--- src/scsa_pkg.sv ---
// shared types and constants of the size-class slab allocator
`default_nettype none
package scsa_pkg;
	localparam int PAGE_BYTES      = 4096;
	localparam int POOL_PAGES      = 64;
	localparam int MIN_BLOCK_BYTES = 8;
	localparam int NUM_CLASSES     = 10;

	localparam int SLOTS_PER_PAGE = PAGE_BYTES / MIN_BLOCK_BYTES;
	localparam int SLOTS          = POOL_PAGES * SLOTS_PER_PAGE;
	localparam int OFF_W          = $clog2(PAGE_BYTES);
	localparam int MIN_W          = $clog2(MIN_BLOCK_BYTES);
	localparam int PG_W           = $clog2(POOL_PAGES);
	localparam int KS_W           = $clog2(SLOTS_PER_PAGE);
	localparam int SLOT_W         = PG_W + KS_W;
	localparam int LINK_W         = SLOT_W + 1;
	localparam int PLINK_W        = PG_W + 1;
	localparam int CLS_W          = $clog2(NUM_CLASSES);
	localparam int ADDR_W         = 18;
	localparam int SIZE_W         = 16;
	localparam int USE_W          = 10;

	localparam logic [LINK_W-1:0]  SLOT_NONE = LINK_W'(SLOTS);
	localparam logic [PLINK_W-1:0] PAGE_NONE = PLINK_W'(POOL_PAGES);

	localparam logic [1:0] ST_OK        = 2'd0;
	localparam logic [1:0] ST_TOO_LARGE = 2'd1;
	localparam logic [1:0] ST_EXHAUSTED = 2'd2;
	localparam logic [1:0] ST_BAD_FREE  = 2'd3;

	typedef struct packed {
		logic       accept;
		logic       dec;
		logic       pop_rd;
		logic       pop_wr;
		logic       carve_rd;
		logic       carve_nx;
		logic       carve_wr;
		logic       fchk;
		logic       flink;
		logic       rel_init;
		logic       rel_wr;
		logic       rel_end;
		logic       set_rsv;
		logic       fin;
		logic [1:0] code;
	} cmd_t;

	typedef struct packed {
		logic op;
		logic size_err;
		logic head_ok;
		logic fph_ok;
		logic pg_assigned;
		logic free_err;
		logic newuse_zero;
		logic rsv_ok;
		logic k_last;
		logic out_free;
	} sts_t;
endpackage
`default_nettype wire

--- src/scsa_ctrl.sv ---
// allocator sequencer state machine
`default_nettype none
module scsa_ctrl (
	input  wire logic           clk,
	input  wire logic           arst_n,
	input  wire logic           in_valid,
	output logic                in_ready,
	input  wire scsa_pkg::sts_t sts,
	output scsa_pkg::cmd_t      cmd
);
	localparam logic [3:0] IDLE     = 4'd0;
	localparam logic [3:0] DEC      = 4'd1;
	localparam logic [3:0] ACHK     = 4'd2;
	localparam logic [3:0] POP_RD   = 4'd3;
	localparam logic [3:0] POP_WR   = 4'd4;
	localparam logic [3:0] CARVE_RD = 4'd5;
	localparam logic [3:0] CARVE_NX = 4'd6;
	localparam logic [3:0] CARVE_WR = 4'd7;
	localparam logic [3:0] FCHK     = 4'd8;
	localparam logic [3:0] FLINK    = 4'd9;
	localparam logic [3:0] REL_RD   = 4'd10;
	localparam logic [3:0] REL_WR   = 4'd11;
	localparam logic [3:0] REL_END  = 4'd12;
	localparam logic [3:0] FIN      = 4'd13;

	logic [3:0] state_q, state_d;
	logic [1:0] code_q, code_d;

	assign in_ready = (state_q == IDLE);

	always_comb begin
		cmd      = '0;
		cmd.code = code_q;
		state_d  = state_q;
		code_d   = code_q;
		case (state_q)
			IDLE: begin
				if (in_valid) begin
					cmd.accept = 1'b1;
					state_d    = DEC;
				end
			end
			DEC: begin
				if (!sts.op) begin
					if (sts.size_err) begin
						code_d  = scsa_pkg::ST_TOO_LARGE;
						state_d = FIN;
					end else begin
						cmd.dec = 1'b1;
						state_d = ACHK;
					end
				end else if (!sts.pg_assigned) begin
					code_d  = scsa_pkg::ST_BAD_FREE;
					state_d = FIN;
				end else begin
					state_d = FCHK;
				end
			end
			ACHK: begin
				if (sts.head_ok) begin
					state_d = POP_RD;
				end else if (sts.fph_ok) begin
					state_d = CARVE_RD;
				end else begin
					code_d  = scsa_pkg::ST_EXHAUSTED;
					state_d = FIN;
				end
			end
			POP_RD: begin
				cmd.pop_rd = 1'b1;
				state_d    = POP_WR;
			end
			POP_WR: begin
				cmd.pop_wr = 1'b1;
				code_d     = scsa_pkg::ST_OK;
				state_d    = FIN;
			end
			CARVE_RD: begin
				cmd.carve_rd = 1'b1;
				state_d      = CARVE_NX;
			end
			CARVE_NX: begin
				cmd.carve_nx = 1'b1;
				state_d      = CARVE_WR;
			end
			CARVE_WR: begin
				cmd.carve_wr = 1'b1;
				if (sts.k_last) begin
					state_d = POP_RD;
				end
			end
			FCHK: begin
				if (sts.free_err) begin
					code_d  = scsa_pkg::ST_BAD_FREE;
					state_d = FIN;
				end else begin
					cmd.fchk = 1'b1;
					state_d  = FLINK;
				end
			end
			FLINK: begin
				cmd.flink = 1'b1;
				code_d    = scsa_pkg::ST_OK;
				state_d   = FIN;
				if (sts.newuse_zero) begin
					if (sts.rsv_ok) begin
						cmd.rel_init = 1'b1;
						state_d      = REL_RD;
					end else begin
						cmd.set_rsv = 1'b1;
					end
				end
			end
			REL_RD: begin
				state_d = REL_WR;
			end
			REL_WR: begin
				cmd.rel_wr = 1'b1;
				state_d    = sts.k_last ? REL_END : REL_RD;
			end
			REL_END: begin
				cmd.rel_end = 1'b1;
				state_d     = FIN;
			end
			FIN: begin
				if (sts.out_free) begin
					cmd.fin = 1'b1;
					state_d = IDLE;
				end
			end
			default: begin
				state_d = IDLE;
			end
		endcase
	end

	always_ff @(posedge clk or negedge arst_n) begin
		if (!arst_n) begin
			state_q <= IDLE;
			code_q  <= scsa_pkg::ST_OK;
		end else begin
			state_q <= state_d;
			code_q  <= code_d;
		end
	end

	a_fin_room: assert property (@(posedge clk) disable iff (!arst_n)
		cmd.fin |-> sts.out_free) else $error("result loaded over an untaken result");
	a_carve_page: assert property (@(posedge clk) disable iff (!arst_n)
		state_q == CARVE_NX |-> sts.fph_ok) else $error("carve without a free page");
	a_pop_order: assert property (@(posedge clk) disable iff (!arst_n)
		state_q == POP_WR |-> $past(state_q) == POP_RD) else $error("pop write without read");
	a_rel_end: assert property (@(posedge clk) disable iff (!arst_n)
		(state_q == REL_WR && sts.k_last) |=> state_q == REL_END)
		else $error("release walk did not finish");
endmodule
`default_nettype wire

--- config.mk ---
export PLATFORM = sky130hd
export DESIGN_NAME = scsa_ctrl
export DESIGN_NICKNAME = d
export VERILOG_FILES = /design/src/scsa_pkg.sv /design/src/scsa_ctrl.sv
export SDC_FILE = /design/constraint.sdc
export NUM_CORES = 1
export LEC_CHECK = 0
export BUFFER_PORTS_ARGS = -buffer_cell sky130_fd_sc_hd__buf_2
export CAP_MARGIN = 20
export CELL_PAD_IN_SITES_DETAIL_PLACEMENT = 2
export CELL_PAD_IN_SITES_GLOBAL_PLACEMENT = 2
export CORE_MARGIN = 1.5
export CORE_UTILIZATION = 26
export DETAILED_ROUTE_END_ITERATION = 10
export PLACE_DENSITY_LB_ADDON = 0.1
export SLEW_MARGIN = 20
export SYNTH_ARGS = -nofsm -noshare
export SYNTH_HDL_FRONTEND = slang
export SYNTH_SLANG_ARGS = --single-unit
--- constraint.sdc ---
create_clock -name clk -period 2.8 [get_ports clk]
set_input_delay 0.28 -clock clk [delete_from_list [all_inputs] [get_ports clk]]
set_output_delay 0.28 -clock clk [all_outputs]
set_load 0.02 [all_outputs]
* Word-level counts from Yosys, hierarchy flattened
Cells that the tools add are included.
** Cells by class
- Reduce and logical (&&, ||, !) cells :: 6
- Equal/unequal tests :: 21
- Mux-type cells :: 42
** Operators with widths (number)
- 4-bit one-hot mux with 13 select lines :: 1
- 4-bit 2-to-1 mux :: 8
- 4-bit equality test (second input constant) :: 6
- 1-bit 2-to-1 mux :: 21
- 4-bit by 3-bit equality test with 1-bit output (second input constant) :: 4
- 2-bit 2-to-1 mux :: 7
- 3-bit 2-to-1 mux :: 4
- 2-bit inequality test (second input constant) :: 6
- 4-bit by 2-bit equality test with 1-bit output (second input constant) :: 2
- 2-bit one-hot mux with 4 select lines :: 1
- 3-bit inequality test (second input constant) :: 2
- 6-bit AND reduction :: 1
- 4-bit by 1-bit equality test with 1-bit output (second input constant) :: 1
- 4-bit zero test :: 1
- 4-bit nonzero test :: 1
- 2-bit OR reduction :: 2
- 3-bit AND reduction :: 1
** Word-level totals
- Logic and storage cells :: 71
- Output and inout port bits :: 17
- Input bits :: 13
- Bits in registers :: 6

* Logic depth before layout (Yosys ltp)
Gate-level depths: netlist (run 1).
- Word-level depth :: 4
- Depth in mapped cells :: 6
- Depth with buffers taken out :: 4

* Worst setup path before layout (run 1)
No wires, ideal clock.
- Path kind :: flip-flop to output port
- Start point :: register state_q[1]
- End point :: output cmd[8] in the netlist's numbering
- Path buffers :: 2
- Setup slack :: 1062 ps
- Required time :: 2520 ps
- Data arrival time :: 1458 ps
- Cell stages (with the launch flop) :: 4
- Cell sequence :: dfrtp_1 -> buf_2 -> buf_2 -> nor4_1
** RTL lines
- start: declaration :: RTL line scsa_ctrl.sv:26 : logic [3:0] state_q, state_d;
- start signal: assignment :: RTL line scsa_ctrl.sv:142 : state_q <= state_d;
- end: declaration :: RTL line scsa_ctrl.sv:9 : output scsa_pkg::cmd_t cmd

==> impl_metrics.json, run 1 <==
{
  "status": "finished clean",
  "net-switching-power_uw": 535,
  "syn_area_um2": 688,
  "synth-seq-cells": 6,
  "overflow": 0,
  "finClkSkew_ns": 0.00710,
  "hpwl_mm": 1.82,
  "seqPwrFrac": 0.279,
  "via_per_inst": 5.23,
  "yosysWarnings": 0,
  "hold_path.class": "primary input to async pin",
  "portBuffers": 29,
  "synth_edf_count": 0,
  "die_w_um": 54.4,
  "syn_to_final_growth_pct": 24.5,
  "crit_chain": "nand2b_1 -> nor2_1 -> and3_1 -> buf_2",
  "crit_required_ns": 2.52,
  "path_class": "flop to primary output",
  "syn_avg_cell_area_um2": 7.32,
  "min_period_ns": 2.15,
  "peakVddDrop_v": 0.000516,
  "final_layout_size_suffix_gt1_frac": 0.317,
  "setup_tns_ns": 0,
  "p_sw_frac": 0.536,
  "start_util": 0.275,
  "clk_latency_ns": 0.27,
  "fp.dieH_um": 54.4,
  "nets": 135,
  "async_flop_share": 1.00,
  "synth_nets": 107,
  "synthCells": 94,
  "timing.rr.end": "code_q[1]$_DFFE_PN0P_",
  "timing.fmax_mhz": 465,
  "io_pins": 30,
  "hold_violations": 0,
  "placedCellCount": 146,
  "crit_buf_inv": 1,
  "diodes": 0,
  "final_area_um2": 857,
  "rsz0062_at_grt": "no",
  "grt_pass1_wl_mm": 3.79,
  "fin_cells": 150,
  "synth_top_area_cell": "dfrtp_1",
  "rr_worst_depth": 4,
  "yosysUniqueCellTypes": 37,
  "antenna_found_initial": 0,
  "power.internal_uw": 462,
  "cts_hold_buf": 1,
  "cts-root-buf": "clkbuf_4",
  "num_vias": 785,
  "crit_slowest_cell": "dfrtp_1",
  "clk_pin_slew_ns": 0.05,
  "cp_top_family": "flip-flops",
  "cts_tree": "built",
  "p_comb_frac": 0.630,
  "antenna_left": 0,
  "grt_usage": 0.183,
  "grt_max_degree": 24,
  "power.density_mw_per_mm2": 1160,
  "dpl_cell_area_um2": 825,
  "yosysSeqAreaShare": 0.218,
  "drt_iter0_drc": 6,
  "avgRoutedWirePerCell_um": 15.8,
  "drv_cap": 0,
  "num_rows": 18,
  "post-route-drc-count": 0,
  "relSlewSlack": 0.535,
  "synth_top_area_frac": 0.218,
  "r2r_start": "state_q[1]$_DFFE_PN0P_",
  "yosys-top-cells-area": "dfrtp_1 22%, nor2_1 7.6%, a21oi_1 5.8%, nand2b_1 5.5%, nor3_1 4.4%",
  "clkPwrFrac": 0.091,
  "cts_buffers": 3,
  "r2r_slack_ns": 0.86,
  "crit_fanout": 21,
  "die_area_mm2": 0.00296,
  "clkSinkCount": 6,
  "cp-end-kind": "primary output",
  "slew_violations": 0,
  "post-route-period-util": 0.768,
  "cts.htree.levels": 1,
  "cts_setup_buffers": 0,
  "crit_path_start_kind": "flop",
  "crit_path_max_incr_delay_ns": 0.77,
  "drt_pass1_iterations": 4,
  "cts.path.max_buffers": 2,
  "gp_congestion": 0.722,
  "worst_pin_slew_ns": 0.698,
  "grt_pass1_vias": 750,
  "core-area_mm2": 0.00250,
  "synth-main-ff-cell": "dfrtp_1",
  "cp.arrival_ns": 1.87,
  "p_leak_uw": 0.000417,
  "setup_viol": 0,
  "cts_resized": 0,
  "postRouteWirelength_mm": 2.37
}
==> power groups by stage <==
| stage | registers [uW] | logic [uW] | clock network, uW |
|---|---|---|---|
| 6_report | 278 | 628 | 90.3 |
| 5_1_grt | 293 | 698 | 96.6 |
| 4_1_cts | 275 | 637 | 91.7 |
| 3_5_place_dp | 276 | 629 | 0 |
| 3_3_place_gp | 272 | 624 | 0 |
| 2_1_floorplan | 174 | 589 | 0 |
==> worst max path at each step <==
stage | start | endpoint | slack (ns) | depth (start not counted)
6_report | state_q[3]$_DFFE_PN0P_ | cmd[6] | 0.65 | 4
5_1_grt | state_q[3]$_DFFE_PN0P_ | cmd[6] | 0.53 | 4
4_1_cts | state_q[3]$_DFFE_PN0P_ | cmd[6] | 0.66 | 4
3_5_place_dp | state_q[1]$_DFFE_PN0P_ | code_q[1]$_DFFE_PN0P_ | 0.91 | 4
3_3_place_gp | state_q[1]$_DFFE_PN0P_ | code_q[1]$_DFFE_PN0P_ | 0.94 | 4
2_1_floorplan | state_q[1]$_DFFE_PN0P_ | cmd[8] | 1.06 | 3
==> final cells by class <==
type,count,area [um^2]
Clock buffer,3,22.5
Fill cell,310,1640
Inverter,2,7.51
Multi-Input combinational cell,78,477
Sequential cell,6,150
Tap cell,30,37.5
Timing Repair Buffer,31,163
==> per-stage QoR <==
step	util	setup slack [ns]	total power [uW]	hold slack (ns)
global route	0.343	0.535	1090	0.394
detailed placement	0.330	0.906	906	0.119
finish	0.343	0.650	997	0.364
floorplan	-	1.06	764	-0.0156
global placement	0.330	0.940	896	0.111
CTS	0.343	0.656	1000	0.368
==> cell usage in the layout (no fill, tap or decap), types with 2 or more instances in the layout <==
master / count
a211oi_1: 2
a21oi_1: 8
and3_1: 2
buf_2: 29
clkbuf_4: 3
dfrtp_1: 6
inv_1: 2
nand2_1: 8
nand2b_1: 6
nand3_1: 2
nor2_1: 14
nor2b_1: 3
nor3_1: 6
o21a_1: 2
o21ai_0: 4
o22ai_1: 2
==> registers in the layout (all words and copies together), names as in the netlist <==
signal   flops
state_q      4
code_q       2
==> layer usage <==
metal	GRT usage	up-vias	wire length (um)
met5	0	-	0
met4	0.0875	0	38
met3	0.0328	3	105
met2	0.293	23	1080
met1	0.236	367	1140
li1	-	392	-
==> cells in the mapped netlist (2+ instances only) <==
library cell / n
o22ai_1: 2
nand2b_1: 6
buf_2: 4
o21a_1: 2
nand2_1: 8
nand3_1: 2
and3_1: 2
o21ai_0: 4
nor2b_1: 3
a21oi_1: 8
nor3_1: 6
buf_6: 2
inv_1: 2
dfrtp_1: 6
nor2_1: 14
a211oi_1: 2
==> kinds of logic (layout without fill, tap and decap cells) <==
kind of cell,count (synthesis),after routing,share of synthesized area
muxes,3,3,0.0527
AOI/OAI and AO/OA,28,28,0.295
and+or+nand+nor,46,46,0.333
DFF,6,6,0.218
buffers and inverters,10,36,0.0891
xor gates and xnor gates,1,1,0.0127
(Power assumes the default switching activity.)
==> run 2: changes to the inputs <==
- CORE_UTILIZATION: 26 -> 24
- clock period: 2.8 -> 2 ns (I/O delays scaled with it)
==> impl_metrics.json, run 2 (same netlist as run 1, synthesis figures left out) <==
{
  "reg.largest.list": "state_q x4, code_q x2",
  "io_pins": 30,
  "grt_max_degree": 19,
  "slew_violations": 0,
  "hold_violations": 0,
  "multiInputGateArea_um2": 477,
  "relSlewSlack": 0.729,
  "placedCellCount": 151,
  "cp-end-kind": "primary output",
  "power.density_mw_per_mm2": 1600,
  "timing.rr.end": "code_q[1]$_DFFE_PN0P_",
  "crit_required_ns": 1.80,
  "start_util": 0.252,
  "gp_congestion": 0.726,
  "clk_latency_ns": 0.24,
  "drt_iter0_drc": 6,
  "largest_reg_flops": 4,
  "crit_fanout": 14,
  "cts.path.max_buffers": 2,
  "finClkSkew_ns": 0.00406,
  "drt_pass1_iterations": 4,
  "cts_setup_buffers": 0,
  "fp.dieH_um": 56.5,
  "hpwl_mm": 1.94,
  "min_period_ns": 1.79,
  "nFillCells": 345,
  "diodes": 0,
  "fin_cells": 155,
  "regArea_um2": 150,
  "final_layout_size_suffix_gt1_frac": 0.339,
  "avgRoutedWirePerCell_um": 15.4,
  "peakVddDrop_v": 0.000780,
  "dpl_cell_area_um2": 856,
  "drv_cap": 0,
  "rr_worst_depth": 4,
  "die_w_um": 56.5,
  "path_class": "flop to primary output",
  "hold_path.class": "primary input to async pin",
  "clkSinkCount": 6,
  "core-area_mm2": 0.00273,
  "largest_register": "state_q",
  "cts_resized": 0,
  "clk_pin_slew_ns": 0.05,
  "cp.arrival_ns": 1.59,
  "worst_pin_slew_ns": 0.407,
  "overflow": 0,
  "rsz0062_at_grt": "no",
  "r2r_slack_ns": 0.34,
  "status": "finished clean",
  "die_area_mm2": 0.00320,
  "antenna_left": 0,
  "cts-root-buf": "clkbuf_4",
  "post-route-period-util": 0.897,
  "layout_commonest_cell": "buf_2",
  "p_leak_uw": 0.000436,
  "setup_tns_ns": 0,
  "setup_viol": 0,
  "total_power_uw": 1430,
  "nets": 139,
  "via_per_inst": 5.20,
  "syn_to_final_growth_pct": 29.1,
  "grt_pass1_wl_mm": 3.95,
  "final_area_um2": 888,
  "num_rows": 19,
  "r2r_start": "state_q[2]$_DFFE_PN0P_",
  "final_cell_mix": "29 x buf_2, 14 x nor2_1, 8 x nand2_1, 8 x a21oi_1",
  "cts_hold_buf": 1,
  "utilization": 0.325,
  "num_vias": 806,
  "portBuffers": 29,
  "antenna_found_initial": 0,
  "cts.htree.levels": 1,
  "post-route-drc-count": 0,
  "timing.fmax_mhz": 558,
  "cts_tree": "built",
  "postRouteWirelength_mm": 2.38,
  "crit_path_start_kind": "flop",
  "cts_buffers": 3,
  "grt_usage": 0.157,
  "grt_pass1_vias": 802
}
-- run 2: cell types whose count changed in the layout (fill, tap and decap cells not counted), sizes merged --
cell,previous run,this run
buf,30,34
-- run 2: worst max path at each step --
stage / slack, ns / end / depth (start not counted) / from
finish: 0.21 / cmd[6] / 4 / state_q[2]$_DFFE_PN0P_
global route: 0.09 / cmd[6] / 4 / state_q[2]$_DFFE_PN0P_
CTS: 0.19 / cmd[6] / 4 / state_q[2]$_DFFE_PN0P_
detailed placement: 0.33 / code_q[1]$_DFFE_PN0P_ / 4 / state_q[2]$_DFFE_PN0P_
global placement: 0.38 / code_q[1]$_DFFE_PN0P_ / 4 / state_q[2]$_DFFE_PN0P_
floorplan: 0.34 / cmd[8] / 3 / state_q[1]$_DFFE_PN0P_
-- run 2: power breakdown --
group          switching [uW]  internal, uW
registers                81.3           185
clock network            46.5          68.1
logic                     603           441
-- run 2: critical path: stages (launching register included) --
cell	delay, ns
dfrtp_1	0.52
nand2b_1	0.31
nor2_1	0.16
and3_1	0.20
buf_2	0.17
-- run 2: layer usage --
metal / wire length, um / global-route usage / part of all wire / up-vias
met4: 16 / 0.0408 / 0.0067 / 0
li1: - / - / - / 401
met3: 83 / 0.0161 / 0.035 / 2
met5: 0 / 0 / 0 / -
met2: 1140 / 0.252 / 0.48 / 16
met1: 1150 / 0.222 / 0.48 / 387
-- run 2: layout make-up --
class,count,share of cell area
clock buffers,3,0.0254
inverters,2,0.00845
multi-input cells,78,0.537
flip-flops and latches,6,0.169
well taps,31,0.0437
repair buffers,35,0.217
-- run 2: metrics by stage --
stage	setup slack, ns	hold WS [ns]
after CTS	0.195	0.308
after detailed placement	0.331	0.0397
final	0.207	0.315
after floorplan	0.342	-0.0956
after global placement	0.375	0.0425
after global routing	0.0902	0.335
